**src/hdl/heartbeat_watchdog_supervisor_unit_assert.svh**
```systemverilog
// ----------------------------------------------------------------------------
// Heartbeat watchdog supervisor assertion macros
// Shared property wrappers, clocked on clk and held off during rst.
// ----------------------------------------------------------------------------
`ifndef HEARTBEAT_WATCHDOG_SUPERVISOR_UNIT_ASSERT_SVH
`define HEARTBEAT_WATCHDOG_SUPERVISOR_UNIT_ASSERT_SVH

// Same-cycle implication
`define HWS_ASSERT_NOW(label, ante, cons) \
  label: assert property (@(posedge clk) disable iff (rst) (ante) |-> (cons)) \
    else $error("hws assertion failed");

// Next-cycle implication
`define HWS_ASSERT_NEXT(label, ante, cons) \
  label: assert property (@(posedge clk) disable iff (rst) (ante) |=> (cons)) \
    else $error("hws assertion failed");

`endif

```
**src/hdl/hws_pkg.sv**
```systemverilog
// ----------------------------------------------------------------------------
// hws_pkg
// Widths, command codes, reply words and the base table of the supervisor.
// ----------------------------------------------------------------------------
package hws_pkg;

  // Field widths
  localparam int CODE_W    = 7;
  localparam int RESP_W    = 16;
  localparam int BASE_W    = 7;
  localparam int MULT_W    = 5;
  localparam int FAULT_W   = 8;
  localparam int LIMIT_W   = BASE_W + MULT_W;

  // Default width of the seconds counter
  localparam int ELAPSED_BITS_DEF = 16;

  // Action codes
  localparam logic ACT_TICK    = 1'b0;
  localparam logic ACT_COMMAND = 1'b1;

  // Command codes
  localparam logic [CODE_W-1:0] CMD_PING        = 7'd0;
  localparam logic [CODE_W-1:0] CMD_UNLOCK      = 7'd1;
  localparam logic [CODE_W-1:0] CMD_LOCK        = 7'd2;
  localparam logic [CODE_W-1:0] CMD_VERSION     = 7'd3;
  localparam logic [CODE_W-1:0] CMD_DATE        = 7'd4;
  localparam logic [CODE_W-1:0] CMD_REBOOT_PRI  = 7'd6;
  localparam logic [CODE_W-1:0] CMD_CLEAR_CNT   = 7'd7;
  localparam logic [CODE_W-1:0] CMD_PRI_FAULTS  = 7'd8;
  localparam logic [CODE_W-1:0] CMD_SELF_FAULTS = 7'd9;
  localparam logic [CODE_W-1:0] CMD_TGT_MAIN    = 7'd11;
  localparam logic [CODE_W-1:0] CMD_TGT_SAVING  = 7'd12;
  localparam logic [CODE_W-1:0] CMD_REBOOT_SELF = 7'd13;
  localparam logic [CODE_W-1:0] CMD_ENABLE      = 7'd30;
  localparam logic [CODE_W-1:0] CMD_DISABLE     = 7'd31;
  localparam logic [CODE_W-1:0] CMD_HEARTBEAT   = 7'd32;
  localparam logic [CODE_W-1:0] CMD_BASE_LO     = 7'd40;
  localparam logic [CODE_W-1:0] CMD_BASE_HI     = 7'd49;
  localparam logic [CODE_W-1:0] CMD_MULT_LO     = 7'd50;
  localparam logic [CODE_W-1:0] CMD_MULT_HI     = 7'd69;
  // Multiplier value is the code minus this offset
  localparam logic [CODE_W-1:0] MULT_OFFSET     = 7'd49;

  // Reply words
  localparam logic [RESP_W-1:0] REPLY_OK      = 16'd0;
  localparam logic [RESP_W-1:0] REPLY_ERROR   = 16'd1;
  localparam logic [RESP_W-1:0] REPLY_INVALID = 16'd2;
  localparam logic [RESP_W-1:0] REPLY_PING    = 16'd3;
  localparam logic [RESP_W-1:0] REPLY_LOCKED  = 16'd4;
  localparam logic [RESP_W-1:0] VERSION_WORD  = 16'd180;
  localparam logic [RESP_W-1:0] DATE_WORD     = 16'd336;

  // Interval target
  localparam logic TGT_MAIN   = 1'b0;
  localparam logic TGT_SAVING = 1'b1;

  // Reset values of the interval settings
  localparam logic [BASE_W-1:0] BASE_RST = 7'd15;
  localparam logic [MULT_W-1:0] MULT_RST = 5'd8;

  // Number of valid base table entries
  localparam logic [CODE_W-1:0] BASE_ENTRIES = 7'd7;

  // Base table, seconds
  function automatic logic [BASE_W-1:0] base_lookup(input logic [2:0] idx);
    logic [BASE_W-1:0] val;
    case (idx)
      3'd0:    val = 7'd1;
      3'd1:    val = 7'd5;
      3'd2:    val = 7'd10;
      3'd3:    val = 7'd15;
      3'd4:    val = 7'd30;
      3'd5:    val = 7'd60;
      3'd6:    val = 7'd90;
      default: val = 7'd0;
    endcase
    return val;
  endfunction

endpackage

```
**src/hdl/hws_if.sv**
```systemverilog
// ----------------------------------------------------------------------------
// hws request and result channels
// Valid/ready channels carrying one request item and one result item.
// ----------------------------------------------------------------------------

// Request channel: tick or command byte
interface hws_in_if;
  import hws_pkg::*;

  logic              valid;
  logic              ready;
  logic              action;
  logic [CODE_W-1:0] command_code;

  modport source (output valid, output action, output command_code, input ready);
  modport sink   (input valid, input action, input command_code, output ready);
endinterface

// Result channel: reply word and reboot pulses
interface hws_out_if;
  import hws_pkg::*;

  logic              valid;
  logic              ready;
  logic [RESP_W-1:0] response;
  logic              has_response;
  logic              reboot_primary;
  logic              reboot_self;

  modport source (output valid, output response, output has_response,
                  output reboot_primary, output reboot_self, input ready);
  modport sink   (input valid, input response, input has_response,
                  input reboot_primary, input reboot_self, output ready);
endinterface

```
**src/hdl/heartbeat_watchdog_supervisor_unit.sv**
```systemverilog
// ----------------------------------------------------------------------------
// Heartbeat watchdog supervisor
// Counts one-second ticks, times out the supervised processor while
// monitoring, and answers configuration and status commands.
// ----------------------------------------------------------------------------
//
//  Channel   Dir  Handshake     Carries
//  request   in   valid/ready   action, command_code
//  result    out  valid/ready   response, has_response, reboot_primary,
//                               reboot_self
//
//  One request per cycle while ready is high; its result (if any) is registered
//  in the output register, or waits in the skid while that register is stalled.
//  Each request is decoded and applied in the accept cycle; the output
//  register plus one skid entry decouple the two sides.
//  ready drops only while both output entries are full (result stalled).
//  Synchronous reset returns all watchdog state to its reset values; no clearing pass is needed.
//
`include "heartbeat_watchdog_supervisor_unit_assert.svh"

module heartbeat_watchdog_supervisor_unit #(
  parameter int ELAPSED_BITS = hws_pkg::ELAPSED_BITS_DEF
) (
  input  logic       clk,
  input  logic       rst,
  hws_in_if.sink     request,
  hws_out_if.source  result
);
  import hws_pkg::*;

  typedef struct packed {
    logic [RESP_W-1:0] response;
    logic              has_response;
    logic              reboot_primary;
    logic              reboot_self;
  } result_t;

  localparam logic [ELAPSED_BITS-1:0] ELAPSED_MAX = {ELAPSED_BITS{1'b1}};

  // Watchdog state
  logic                    monitor_enabled,   monitor_enabled_next;
  logic                    config_unlocked,   config_unlocked_next;
  logic                    interval_target,   interval_target_next;
  logic [ELAPSED_BITS-1:0] elapsed_seconds,   elapsed_seconds_next;
  logic [BASE_W-1:0]       main_base,         main_base_next;
  logic [MULT_W-1:0]       main_multiplier,   main_multiplier_next;
  logic [BASE_W-1:0]       saving_base,       saving_base_next;
  logic [MULT_W-1:0]       saving_multiplier, saving_multiplier_next;
  logic [FAULT_W-1:0]      primary_faults,    primary_faults_next;

  // Output register and skid entry
  logic    out_valid;
  result_t out_data;
  logic    skid_valid;
  result_t skid_data;

  logic                    in_fire;
  logic                    slot_free;
  logic                    produce;
  logic                    timeout;
  result_t                 new_res;
  logic [LIMIT_W-1:0]      limit;
  logic [ELAPSED_BITS-1:0] elapsed_sat;
  logic [CODE_W-1:0]       base_sel;
  logic [CODE_W-1:0]       mult_val;
  logic [BASE_W-1:0]       base_val;

  assign request.ready = !skid_valid;
  assign in_fire       = request.valid && request.ready;
  assign slot_free     = !out_valid || result.ready;

  // Timeout limit and saturating tick count
  assign limit       = LIMIT_W'(main_base) * LIMIT_W'(main_multiplier);
  assign elapsed_sat = (elapsed_seconds == ELAPSED_MAX) ? elapsed_seconds
                                                        : elapsed_seconds + 1'b1;
  assign timeout     = monitor_enabled && (elapsed_sat > ELAPSED_BITS'(limit));

  // Base and multiplier decode
  assign base_sel = request.command_code - CMD_BASE_LO;
  assign mult_val = request.command_code - MULT_OFFSET;
  assign base_val = base_lookup(base_sel[2:0]);

  // Request decode and state update
  always_comb begin
    monitor_enabled_next   = monitor_enabled;
    config_unlocked_next   = config_unlocked;
    interval_target_next   = interval_target;
    elapsed_seconds_next   = elapsed_seconds;
    main_base_next         = main_base;
    main_multiplier_next   = main_multiplier;
    saving_base_next       = saving_base;
    saving_multiplier_next = saving_multiplier;
    primary_faults_next    = primary_faults;
    produce                = 1'b0;
    new_res                = '0;

    if (in_fire) begin
      if (request.action == ACT_TICK) begin
        elapsed_seconds_next = elapsed_sat;
        if (timeout) begin
          monitor_enabled_next   = 1'b0;
          config_unlocked_next   = 1'b0;
          elapsed_seconds_next   = '0;
          primary_faults_next    = primary_faults + 1'b1;
          produce                = 1'b1;
          new_res.reboot_primary = 1'b1;
          new_res.reboot_self    = 1'b1;
        end
      end else begin
        // every command returns one result, possibly empty
        produce = 1'b1;
        case (request.command_code)
          CMD_PING: begin
            new_res.response     = REPLY_PING;
            new_res.has_response = 1'b1;
          end
          CMD_UNLOCK: begin
            config_unlocked_next = 1'b1;
            new_res.has_response = 1'b1;
          end
          CMD_LOCK: begin
            config_unlocked_next = 1'b0;
            new_res.has_response = 1'b1;
          end
          CMD_VERSION: begin
            new_res.response     = VERSION_WORD;
            new_res.has_response = 1'b1;
          end
          CMD_DATE: begin
            new_res.response     = DATE_WORD;
            new_res.has_response = 1'b1;
          end
          CMD_REBOOT_PRI: begin
            new_res.reboot_primary = 1'b1;
          end
          CMD_CLEAR_CNT: begin
            primary_faults_next  = '0;
            new_res.has_response = 1'b1;
          end
          CMD_PRI_FAULTS: begin
            new_res.response     = RESP_W'(primary_faults);
            new_res.has_response = 1'b1;
          end
          CMD_SELF_FAULTS: begin
            // nothing counts supervisor faults
            new_res.has_response = 1'b1;
          end
          CMD_REBOOT_SELF: begin
            new_res.reboot_self = 1'b1;
          end
          CMD_ENABLE, CMD_DISABLE, CMD_HEARTBEAT: begin
            new_res.has_response = 1'b1;
            if ((request.command_code == CMD_ENABLE) ? !monitor_enabled
                                                     : monitor_enabled) begin
              if (request.command_code == CMD_ENABLE) begin
                monitor_enabled_next = 1'b1;
              end
              if (request.command_code == CMD_DISABLE) begin
                monitor_enabled_next = 1'b0;
              end
              elapsed_seconds_next = '0;
              config_unlocked_next = 1'b0;
            end else begin
              new_res.response = REPLY_INVALID;
            end
          end
          CMD_TGT_MAIN, CMD_TGT_SAVING: begin
            if (!config_unlocked) begin
              new_res.response     = REPLY_LOCKED;
              new_res.has_response = 1'b1;
            end else begin
              interval_target_next = (request.command_code == CMD_TGT_SAVING)
                                     ? TGT_SAVING : TGT_MAIN;
            end
          end
          default: begin
            if (request.command_code >= CMD_BASE_LO &&
                request.command_code <= CMD_BASE_HI) begin
              new_res.has_response = 1'b1;
              if (!config_unlocked) begin
                new_res.response = REPLY_LOCKED;
              end else if (base_sel < BASE_ENTRIES) begin
                if (interval_target == TGT_MAIN) begin
                  main_base_next = base_val;
                end else begin
                  saving_base_next = base_val;
                end
                new_res.response = RESP_W'(base_val);
              end else begin
                new_res.response = REPLY_ERROR;
              end
            end else if (request.command_code >= CMD_MULT_LO &&
                         request.command_code <= CMD_MULT_HI) begin
              new_res.has_response = 1'b1;
              if (!config_unlocked) begin
                new_res.response = REPLY_LOCKED;
              end else begin
                if (interval_target == TGT_MAIN) begin
                  main_multiplier_next = mult_val[MULT_W-1:0];
                end else begin
                  saving_multiplier_next = mult_val[MULT_W-1:0];
                end
                new_res.response = RESP_W'(mult_val[MULT_W-1:0]);
              end
            end
            // unused codes: empty result
          end
        endcase
      end
    end
  end

  // State registers
  always_ff @(posedge clk) begin
    if (rst) begin
      monitor_enabled   <= 1'b0;
      config_unlocked   <= 1'b0;
      interval_target   <= TGT_MAIN;
      elapsed_seconds   <= '0;
      main_base         <= BASE_RST;
      main_multiplier   <= MULT_RST;
      saving_base       <= BASE_RST;
      saving_multiplier <= MULT_RST;
      primary_faults    <= '0;
    end else begin
      monitor_enabled   <= monitor_enabled_next;
      config_unlocked   <= config_unlocked_next;
      interval_target   <= interval_target_next;
      elapsed_seconds   <= elapsed_seconds_next;
      main_base         <= main_base_next;
      main_multiplier   <= main_multiplier_next;
      saving_base       <= saving_base_next;
      saving_multiplier <= saving_multiplier_next;
      primary_faults    <= primary_faults_next;
    end
  end

  // Output register and skid control
  always_ff @(posedge clk) begin
    if (rst) begin
      out_valid  <= 1'b0;
      skid_valid <= 1'b0;
    end else if (slot_free) begin
      if (skid_valid) begin
        out_valid  <= 1'b1;
        skid_valid <= 1'b0;
      end else begin
        out_valid <= produce;
      end
    end else if (produce) begin
      skid_valid <= 1'b1;
    end
  end

  // Output payload
  always_ff @(posedge clk) begin
    if (slot_free) begin
      out_data <= skid_valid ? skid_data : new_res;
    end else if (produce) begin
      skid_data <= new_res;
    end
  end

  assign result.valid          = out_valid;
  assign result.response       = out_data.response;
  assign result.has_response   = out_data.has_response;
  assign result.reboot_primary = out_data.reboot_primary;
  assign result.reboot_self    = out_data.reboot_self;

  // Assertions
  `HWS_ASSERT_NOW(a_skid_behind_out, skid_valid, out_valid)
  `HWS_ASSERT_NOW(a_reply_no_reboot, result.valid && result.has_response,
    !result.reboot_primary && !result.reboot_self)
  `HWS_ASSERT_NOW(a_empty_reply_zero, result.valid && !result.has_response,
    result.response == REPLY_OK)
  `HWS_ASSERT_NEXT(a_timeout_disarms, in_fire && request.action == ACT_TICK && timeout,
    !monitor_enabled && !config_unlocked && elapsed_seconds == '0)
  // enabling from the disabled state arms the watchdog and locks the settings
  `HWS_ASSERT_NEXT(a_enable_locks,
    in_fire && request.action == ACT_COMMAND && request.command_code == CMD_ENABLE
      && !monitor_enabled,
    monitor_enabled && !config_unlocked)

endmodule

```
**src/flat_wrapper.sv**
```systemverilog
// flat-port wrapper written by rule: the top's interface ports become plain ports
module heartbeat_watchdog_supervisor_unit_flat import hws_pkg::*;
#(
  parameter int ELAPSED_BITS = hws_pkg::ELAPSED_BITS_DEF
)
  (clk, rst, request_valid, request_action, request_command_code, request_ready, result_valid, result_response, result_has_response, result_reboot_primary, result_reboot_self, result_ready);
  hws_in_if request_i ();
  hws_out_if result_i ();
  input  logic clk;
  input  logic rst;
  input wire logic [$bits(request_i.valid)-1:0] request_valid;
  input wire logic [$bits(request_i.action)-1:0] request_action;
  input wire logic [$bits(request_i.command_code)-1:0] request_command_code;
  output wire logic [$bits(request_i.ready)-1:0] request_ready;
  output wire logic [$bits(result_i.valid)-1:0] result_valid;
  output wire logic [$bits(result_i.response)-1:0] result_response;
  output wire logic [$bits(result_i.has_response)-1:0] result_has_response;
  output wire logic [$bits(result_i.reboot_primary)-1:0] result_reboot_primary;
  output wire logic [$bits(result_i.reboot_self)-1:0] result_reboot_self;
  input wire logic [$bits(result_i.ready)-1:0] result_ready;
  assign request_i.valid = request_valid;
  assign request_i.action = request_action;
  assign request_i.command_code = request_command_code;
  assign request_ready = request_i.ready;
  assign result_valid = result_i.valid;
  assign result_response = result_i.response;
  assign result_has_response = result_i.has_response;
  assign result_reboot_primary = result_i.reboot_primary;
  assign result_reboot_self = result_i.reboot_self;
  assign result_i.ready = result_ready;
  heartbeat_watchdog_supervisor_unit #(.ELAPSED_BITS(ELAPSED_BITS)) u_core (.clk(clk), .rst(rst), .request(request_i), .result(result_i));
endmodule
```
**config.mk**
```make
export PLATFORM = sky130hd
export DESIGN_NAME = heartbeat_watchdog_supervisor_unit_flat
export DESIGN_NICKNAME = d
export VERILOG_FILES = /design/src/hdl/hws_pkg.sv /design/src/hdl/hws_if.sv /design/src/hdl/heartbeat_watchdog_supervisor_unit.sv /design/src/flat_wrapper.sv
export VERILOG_INCLUDE_DIRS = /design/src /design/src/hdl
export SDC_FILE = /design/constraint.sdc
export NUM_CORES = 1
export LEC_CHECK = 0
export BUFFER_PORTS_ARGS = -buffer_cell sky130_fd_sc_hd__buf_2
export CORE_ASPECT_RATIO = 1.1
export CORE_MARGIN = 2
export CORE_UTILIZATION = 50
export DETAILED_ROUTE_END_ITERATION = 8
export GPL_ROUTABILITY_DRIVEN = 1
export HOLD_SLACK_MARGIN = 0.15
export PLACE_DENSITY = 0.72
export SLEW_MARGIN = 20
export SYNTH_ARGS = -nofsm -noshare
export SYNTH_HDL_FRONTEND = slang
export SYNTH_SLANG_ARGS = --single-unit
```
**constraint.sdc**
```tcl
create_clock -name clk -period 6.12 [get_ports clk]
set_clock_uncertainty 0.15 [all_clocks]
set_input_delay 0.612 -clock clk [delete_from_list [all_inputs] [get_ports clk]]
set_output_delay 0.612 -clock clk [all_outputs]
set_load 0.01 [all_outputs]
```
Word-level counts from Yosys, hierarchy flattened --
Index checks and enable logic that the tools add are counted. Widths: inputs -> output; s select.
Word-level totals: bits in registers 79, bits in latches 0, bits in writable memories 0, memory bits (read-only) 0, word-level logic and storage cells 125, memories kept 0
Operators by class: add/subtract/negate cells 4, multiply operators 1, div/mod/pow operators 0, $lt $le $gt $ge 6, eq/ne operators 27, shift-type cells 0, mux-type cells 40, bitwise gates (word level) 4, reductions and logical operators 26
Operators by type and width (count):
- $pmux 16 s7 | 1
- $mux 16 | 6
- $mux 17 | 3
- $pmux 7 s7 | 1
- $mux 19 | 2
- $eq 7x4->1 const B | 5
- $mux 8 | 3
- $eq 7x3->1 const B | 3
- $add 16x1->16 const B | 1
- $eq 16x16->1 const B | 1
- $gt 16x12->1 | 1
- $mux 1 | 16
- $reduce_or 15->1 | 1
- $eq 7x2->1 const B | 2
- $eq 7x5->1 const B | 2
- $ge 7x6->1 const B | 2
- $reduce_and 7->1 | 2
- $mul 7x5->12 | 1
- $reduce_or 11->1 | 1
- $eq 3x3->1 const B | 3
- $add 8x1->8 const B | 1
- $reduce_and 4->1 | 2
- $eq 7x1->1 const B | 1
- $eq 7x6->1 const B | 1
- other kinds (29) | 46

Longest topological paths before layout --
depth after elaboration 10, mapped depth 25, mapped depth without buffers 24

Least setup slack after synthesis --
No wires, ideal clock.
path type register -> register, start register u_core.main_multiplier[4], end register u_core.skid_data[0] in the netlist's numbering, enable pin, data arrival time 5.056 ns, slack 0.534 ns, stages on the path, launching flop included 22, period minus slack after synthesis 5.586 ns, cell sequence dfxtp_1 -> nand2_1 -> fa_1 -> fa_1 -> fa_1 -> inv_1 -> ha_1 -> a21oi_1 -> o21ai_0 -> a21oi_1 -> o21ai_0 -> a21o_1 -> a21oi_1 -> xor2_1 -> ha_1 -> nand2_1 -> o211ai_1 -> o31a_1 -> o31a_1 -> o21a_4 -> o21ai_2 -> nor2_1
Between the ends: word-level cells in the longest chain between the ends 7
RTL lines:
- start: declaration | RTL line heartbeat_watchdog_supervisor_unit.sv:46 | logic [MULT_W-1:0] main_multiplier, main_multiplier_next;
- start signal: assignment | RTL line heartbeat_watchdog_supervisor_unit.sv:231 | main_multiplier <= main_multiplier_next;
- $mul 7x5->12 | RTL line heartbeat_watchdog_supervisor_unit.sv:73 | assign limit = LIMIT_W'(main_base) * LIMIT_W'(main_multiplier);
- $gt 16x12->1 | RTL line heartbeat_watchdog_supervisor_unit.sv:76 | assign timeout = monitor_enabled && (elapsed_sat > ELAPSED_BITS'(limit));
- $logic_and 1x1->1 | RTL line heartbeat_watchdog_supervisor_unit.sv:76
- $mux 1 | RTL line heartbeat_watchdog_supervisor_unit.sv:100 | if (timeout) begin
- $mux 1 | RTL line heartbeat_watchdog_supervisor_unit.sv:98 | if (request.action == ACT_TICK) begin
- $mux 1 | RTL line heartbeat_watchdog_supervisor_unit.sv:97 | if (in_fire) begin
- $reduce_and 2->1 (no source line)
- end signal: assignment | RTL line heartbeat_watchdog_supervisor_unit.sv:260 | skid_data <= new_res;
- end: declaration | RTL line heartbeat_watchdog_supervisor_unit.sv:55 | result_t skid_data;
No other way between the ends. A chain may end at the register's enable or synchronous reset.

Final worst setup path --
start register u_core.main_multiplier[4], end register u_core.skid_data[6] in the netlist's numbering, enable pin
Same word-level chain as after synthesis.

==> impl_results.md <==
- Combinational Power Share: 9.4%
- H-tree depth: 3
- Min cycle time layout: 5734 ps
- Total clock sinks: 65
- DP HPWL: 8725 µm
- Fraction of final layout cells sized beyond drive strength 1: roughly 12%
- Power density over cell area: 162.3 nW/µm²
- Number of enable-type register cells in the synthesized netlist: 24
- Post-detailed-route DRC marker count: 0
- Hold WS: ~350 ps
- Floorplan die width: 100.0 µm
- Count of vias placed by the detailed router: 4252
- Cell depth of the worst hold path: 2
- Area post-placement: 5255 µm²
- Required time reported for the critical path endpoint: 5970 ps
- Total iterations of the first detailed-routing run: 4
- Largest family of logic cells by synthesized area: simple AND/OR/NAND/NOR gates
- First-pass GRT wire length: 18910 µm
- Peak supply drop: 0.1800 mV
- Number of warnings issued by yosys: 0
- Top FF cell, synth: sky130_fd_sc_hd__dfxtp_1
- Synth top area share: 16.18%
- Maximum capacitance violations: 0
- R2R Path End: u_core.skid_data[6]$_DFFE_PP_
- Reg-to-Reg Start: u_core.main_multiplier[4]$_SDFFE_PP0P_
- Final total negative setup slack: 0 ps
- Type of the worst setup path: register to register
- Area share of fa/ha/maj cells after synthesis: 15.78%
- Initial drt markers: 173
- Clock network fraction of design power: 39.5%
- Clock buffer count from CTS: 9
- Fraction of power spent switching nets: 25.37%
- Post-CTS clock slew at the launch and capture registers of the worst setup and hold paths: around 80 ps
- Final period utilization: around 94%
- Sequential-to-total area share from yosys stat: 30.38%
- Maximum buffer depth of the clock tree: 2
- Vias in the first global route: 4055
- Hold Startpoint: u_core.elapsed_seconds[8]$_SDFFE_PP0P_
- Cell taking the most area after synthesis: sky130_fd_sc_hd__dfxtp_1
- Destination of the worst hold path: u_core.elapsed_seconds[8]$_SDFFE_PP0P_
- Number of top-level pins: 33
- Total Die Area: 10970 µm²
- Post-synth design cell area: between 5000 and 6000 µm²
- Clock Latency Late Sink: 350 ps
- CTS Root Cell: sky130_fd_sc_hd__clkbuf_8
- Worst Path Max Fanout: 12
- Delay of the slowest cell on the worst path: 540 ps
- Most area-consuming cells after synthesis: sky130_fd_sc_hd__dfxtp_1, sky130_fd_sc_hd__edfxtp_1, sky130_fd_sc_hd__ha_1, sky130_fd_sc_hd__fa_1, sky130_fd_sc_hd__nand2_1
- Result of the run: completed
- Final Hold Viols: 0
- Critical Path End Type: register
- Static power due to leakage: 2.403 nW
- Share of synthesized area spent on multiplexers: 1.430%
- Layout net count: 668
- Arrival @ worst endpoint: ~5600 ps
- Filler Cell Count: slightly above 900
- Critical path, cell by cell: nand2_1 -> fa_1 -> fa_1 -> fa_1 -> inv_1 -> ha_1 -> a21oi_1 -> o21ai_0 -> a21oi_1 -> o21ai_0 -> a21o_1 -> a21oi_1 -> xor2_1 -> ha_1 -> nand2_1 -> o211ai_1 -> o31a_1 -> o31a_1 -> o21a_4 -> o21ai_4 -> nor2_4
- Worst R2R Path Depth: 21
- Compound-cell area share of the yosys netlist: 17.76%
- Initial core utilization: 51.30%
- Xor and xnor area share after synthesis: approximately 4.1%
- Final setup violating endpoints: 0
- Slew Limit Headroom: a little over two fifths
- Mean Syn Cell Area: 8.718 µm²
- Setup repair after global routing missed its margin: no
- Distinct cell type count of the synthesized netlist: 70
- All-layer global routing usage: 21.69%
- Post-CTS Setup Bufs: 0
- Reg-to-reg slack, setup: 390 ps
- Sequential fraction of design power: 51.2%
- Initial antenna violation count: 0
- Internal power summed over all cells: 0.0006620 W
- Area delta synth->final: 7.719%
- Vias per cell: ~6
- WL/cell: 15.75 µm
- Simple logic cell fraction of the synthesized area: 24.88%
- PortBufs: 25
- Flops & latches, synth: 65
- Layout Cell Area excl Fill: 5465 µm²
- Antenna Nets Post-Route: 0
- Startpoint class of the critical path: register
- WL final: 11440 µm
- Number of rows created at floorplan: 38
- Chip Height: 109.7 µm
- Path type of the worst min-delay path: register to register
- Total net switching power: 0.0002250 W
- Cell count after synthesis: 582
- Remaining Overflow, GRT: 0
- Final Util: 55.26%
- Count of pins over their slew limit: 0
- Floorplan Core Area: a little under 10000 µm²
- Achievable clock frequency: 174.4 MHz
- Weighted congestion at the end of routability-driven global placement: 0.8646
- Diode insertion count for antenna repair: 0
- Slew at the pin with the worst max-slew slack: 874.4 ps
- Clock tree from TritonCTS: built
- Maximum number of pins on one net before global-route repair: 39
- Proportion of register bits with asynchronous set or reset after synthesis: 0%
- Slowest cell on the critical path: sky130_fd_sc_hd__fa_1
[per-layer routing]
metal  global-route usage [%]  wire [µm]
met2                    37.69       5720
met5                        0          0
met1                    26.48       4913
met3                    3.624        437
met4                    9.785        364
[synth_stat cells (3+ instances only)]
cell type / n
sky130_fd_sc_hd__nand2_1: 67
sky130_fd_sc_hd__a21oi_1: 45
sky130_fd_sc_hd__dfxtp_1: 41
sky130_fd_sc_hd__nor2_1: 41
sky130_fd_sc_hd__ha_1: 40
sky130_fd_sc_hd__inv_1: 38
sky130_fd_sc_hd__nand3_1: 27
sky130_fd_sc_hd__edfxtp_1: 24
sky130_fd_sc_hd__and2_1: 19
sky130_fd_sc_hd__o21ai_0: 19
sky130_fd_sc_hd__a21o_1: 17
sky130_fd_sc_hd__fa_1: 15
sky130_fd_sc_hd__xnor2_1: 14
sky130_fd_sc_hd__nor2b_1: 13
sky130_fd_sc_hd__nor3_1: 12
sky130_fd_sc_hd__nand4_1: 11
sky130_fd_sc_hd__xor2_1: 10
sky130_fd_sc_hd__a31oi_1: 9
sky130_fd_sc_hd__buf_4: 9
sky130_fd_sc_hd__clkbuf_1: 9
sky130_fd_sc_hd__a211oi_1: 8
sky130_fd_sc_hd__nand2b_1: 8
sky130_fd_sc_hd__buf_2: 6
sky130_fd_sc_hd__and3_1: 5
sky130_fd_sc_hd__mux2i_1: 5
sky130_fd_sc_hd__o21bai_1: 5
sky130_fd_sc_hd__nor4_1: 4
sky130_fd_sc_hd__o211ai_1: 4
sky130_fd_sc_hd__nor3b_1: 3
[logic make-up after synthesis]
| family | Yosys count |
|---|---|
| AND/OR/NAND/NOR | 231 |
| AO/OA/AOI/OAI | 135 |
| flip-flops | 65 |
| buffers and inverters | 64 |
| adder cells (fa/ha/maj) | 55 |
| XOR/XNOR | 24 |
| multiplexers | 7 |
| other | 1 |
[flip-flops by register name, indices dropped and copies added (netlist names)]
register and flops:
u_core.skid_data 12, u_core.result.response 9, u_core.elapsed_seconds 16, u_core.main_multiplier 5
u_core.result.reboot_self 1, u_core.skid_valid 1, u_core.interval_target 1, u_core.result.reboot_primary 1
u_core.config_unlocked 1, u_core.primary_faults 8, u_core.monitor_enabled 1, u_core.result.valid 1
u_core.main_base 7, u_core.result.has_response 1
[metrics by stage]
step                setup WS (ps)  total power [W]  cells
global route                13.92        0.0009192    726
global placement            131.3        0.0005432    710
floorplan                   534.2        0.0005233    588
detailed placement         -29.83        0.0005444    710
finish                      385.7        0.0008870    726
CTS                         197.1        0.0008928    726
[placed cells by master (no fill, tap or decap), types with 3 or more instances in the layout]
| cell type | instances |
|---|---|
| sky130_fd_sc_hd__edfxtp_1 | 24 |
| sky130_fd_sc_hd__a211oi_1 | 8 |
| sky130_fd_sc_hd__and2_1 | 19 |
| sky130_fd_sc_hd__a31oi_1 | 9 |
| sky130_fd_sc_hd__nor3b_1 | 3 |
| sky130_fd_sc_hd__mux2i_1 | 5 |
| sky130_fd_sc_hd__o211ai_1 | 4 |
| sky130_fd_sc_hd__dfxtp_1 | 41 |
| sky130_fd_sc_hd__buf_4 | 3 |
| sky130_fd_sc_hd__fa_1 | 15 |
| sky130_fd_sc_hd__xnor2_1 | 14 |
| sky130_fd_sc_hd__ha_1 | 40 |
| sky130_fd_sc_hd__nand4_1 | 11 |
| sky130_fd_sc_hd__buf_2 | 25 |
| sky130_fd_sc_hd__and3_1 | 5 |
| sky130_fd_sc_hd__nand2_1 | 67 |
| sky130_fd_sc_hd__nor2_1 | 40 |
| sky130_fd_sc_hd__nand2b_1 | 8 |
| sky130_fd_sc_hd__o21bai_1 | 5 |
| sky130_fd_sc_hd__a21o_1 | 17 |
| sky130_fd_sc_hd__nand3_1 | 27 |
| sky130_fd_sc_hd__clkbuf_8 | 9 |
| sky130_fd_sc_hd__inv_1 | 38 |
| sky130_fd_sc_hd__a21oi_1 | 45 |
| sky130_fd_sc_hd__o21ai_0 | 18 |
| sky130_fd_sc_hd__nor3_1 | 12 |
| sky130_fd_sc_hd__conb_1 | 7 |
| sky130_fd_sc_hd__nor4_1 | 4 |
| sky130_fd_sc_hd__xor2_1 | 10 |
| sky130_fd_sc_hd__nor2b_1 | 13 |
[worst max-delay path: cells and delay by family (launching register included)]
kind	cells	cell delay, ps
AND/OR/NAND/NOR	3	500
flip-flops	1	430
buffers and inverters	1	40
AO/OA/AOI/OAI	11	1970
XOR/XNOR	1	90
adder cells (fa/ha/maj)	5	2200
[worst max-delay path by stage]
stage / slack, ps / to / cells past startpoint / startpoint
final: 390 / u_core.skid_data[6]$_DFFE_PP_ / 21 / u_core.main_multiplier[4]$_SDFFE_PP0P_
after global routing: 10 / u_core.skid_data[6]$_DFFE_PP_ / 21 / u_core.main_multiplier[4]$_SDFFE_PP0P_
after CTS: 200 / u_core.skid_data[6]$_DFFE_PP_ / 22 / u_core.main_multiplier[4]$_SDFFE_PP0P_
after detailed placement: -30 / u_core.skid_data[4]$_DFFE_PP_ / 22 / u_core.main_multiplier[4]$_SDFFE_PP0P_
after global placement: 130 / u_core.skid_data[4]$_DFFE_PP_ / 21 / u_core.main_multiplier[4]$_SDFFE_PP0P_
after floorplan: 530 / u_core.skid_data[0]$_DFFE_PP_ / 21 / u_core.main_multiplier[4]$_SDFFE_PP0P_
[cell type report]
cell class | instances | area (µm²) | area share [%]
Sequential cell | 65 | 1541 | 28.21
Clock buffer | 10 | 127.6 | 2.335
Inverter | 38 | 142.6 | 2.610
Tap cell | 120 | 150.1 | 2.747
Timing Repair Buffer | 28 | 147.6 | 2.701
Multi-Input combinational cell | 459 | 3297 | 60.33
Clock inverter | 6 | 58.81 | 1.076
[what timing repair did]
item | in CTS | in global routing
hold endpoints to repair | 0 | 0
hold buffers | 0 | 0
gates resized for setup | 1 | 4
setup endpoints to repair | 12 | 14
[power groups by stage]
stage | Sequential, W | Clock [W] | Combinational, W
floorplan | 0.000465 | 0 | 0.0000584
global placement | 0.000463 | 0 | 0.0000797
detailed placement | 0.000464 | 0 | 0.0000808
CTS | 0.000454 | 0.000358 | 0.0000812
global route | 0.000454 | 0.000374 | 0.0000913
finish | 0.000454 | 0.000350 | 0.0000831
(Power assumes the default switching activity.)
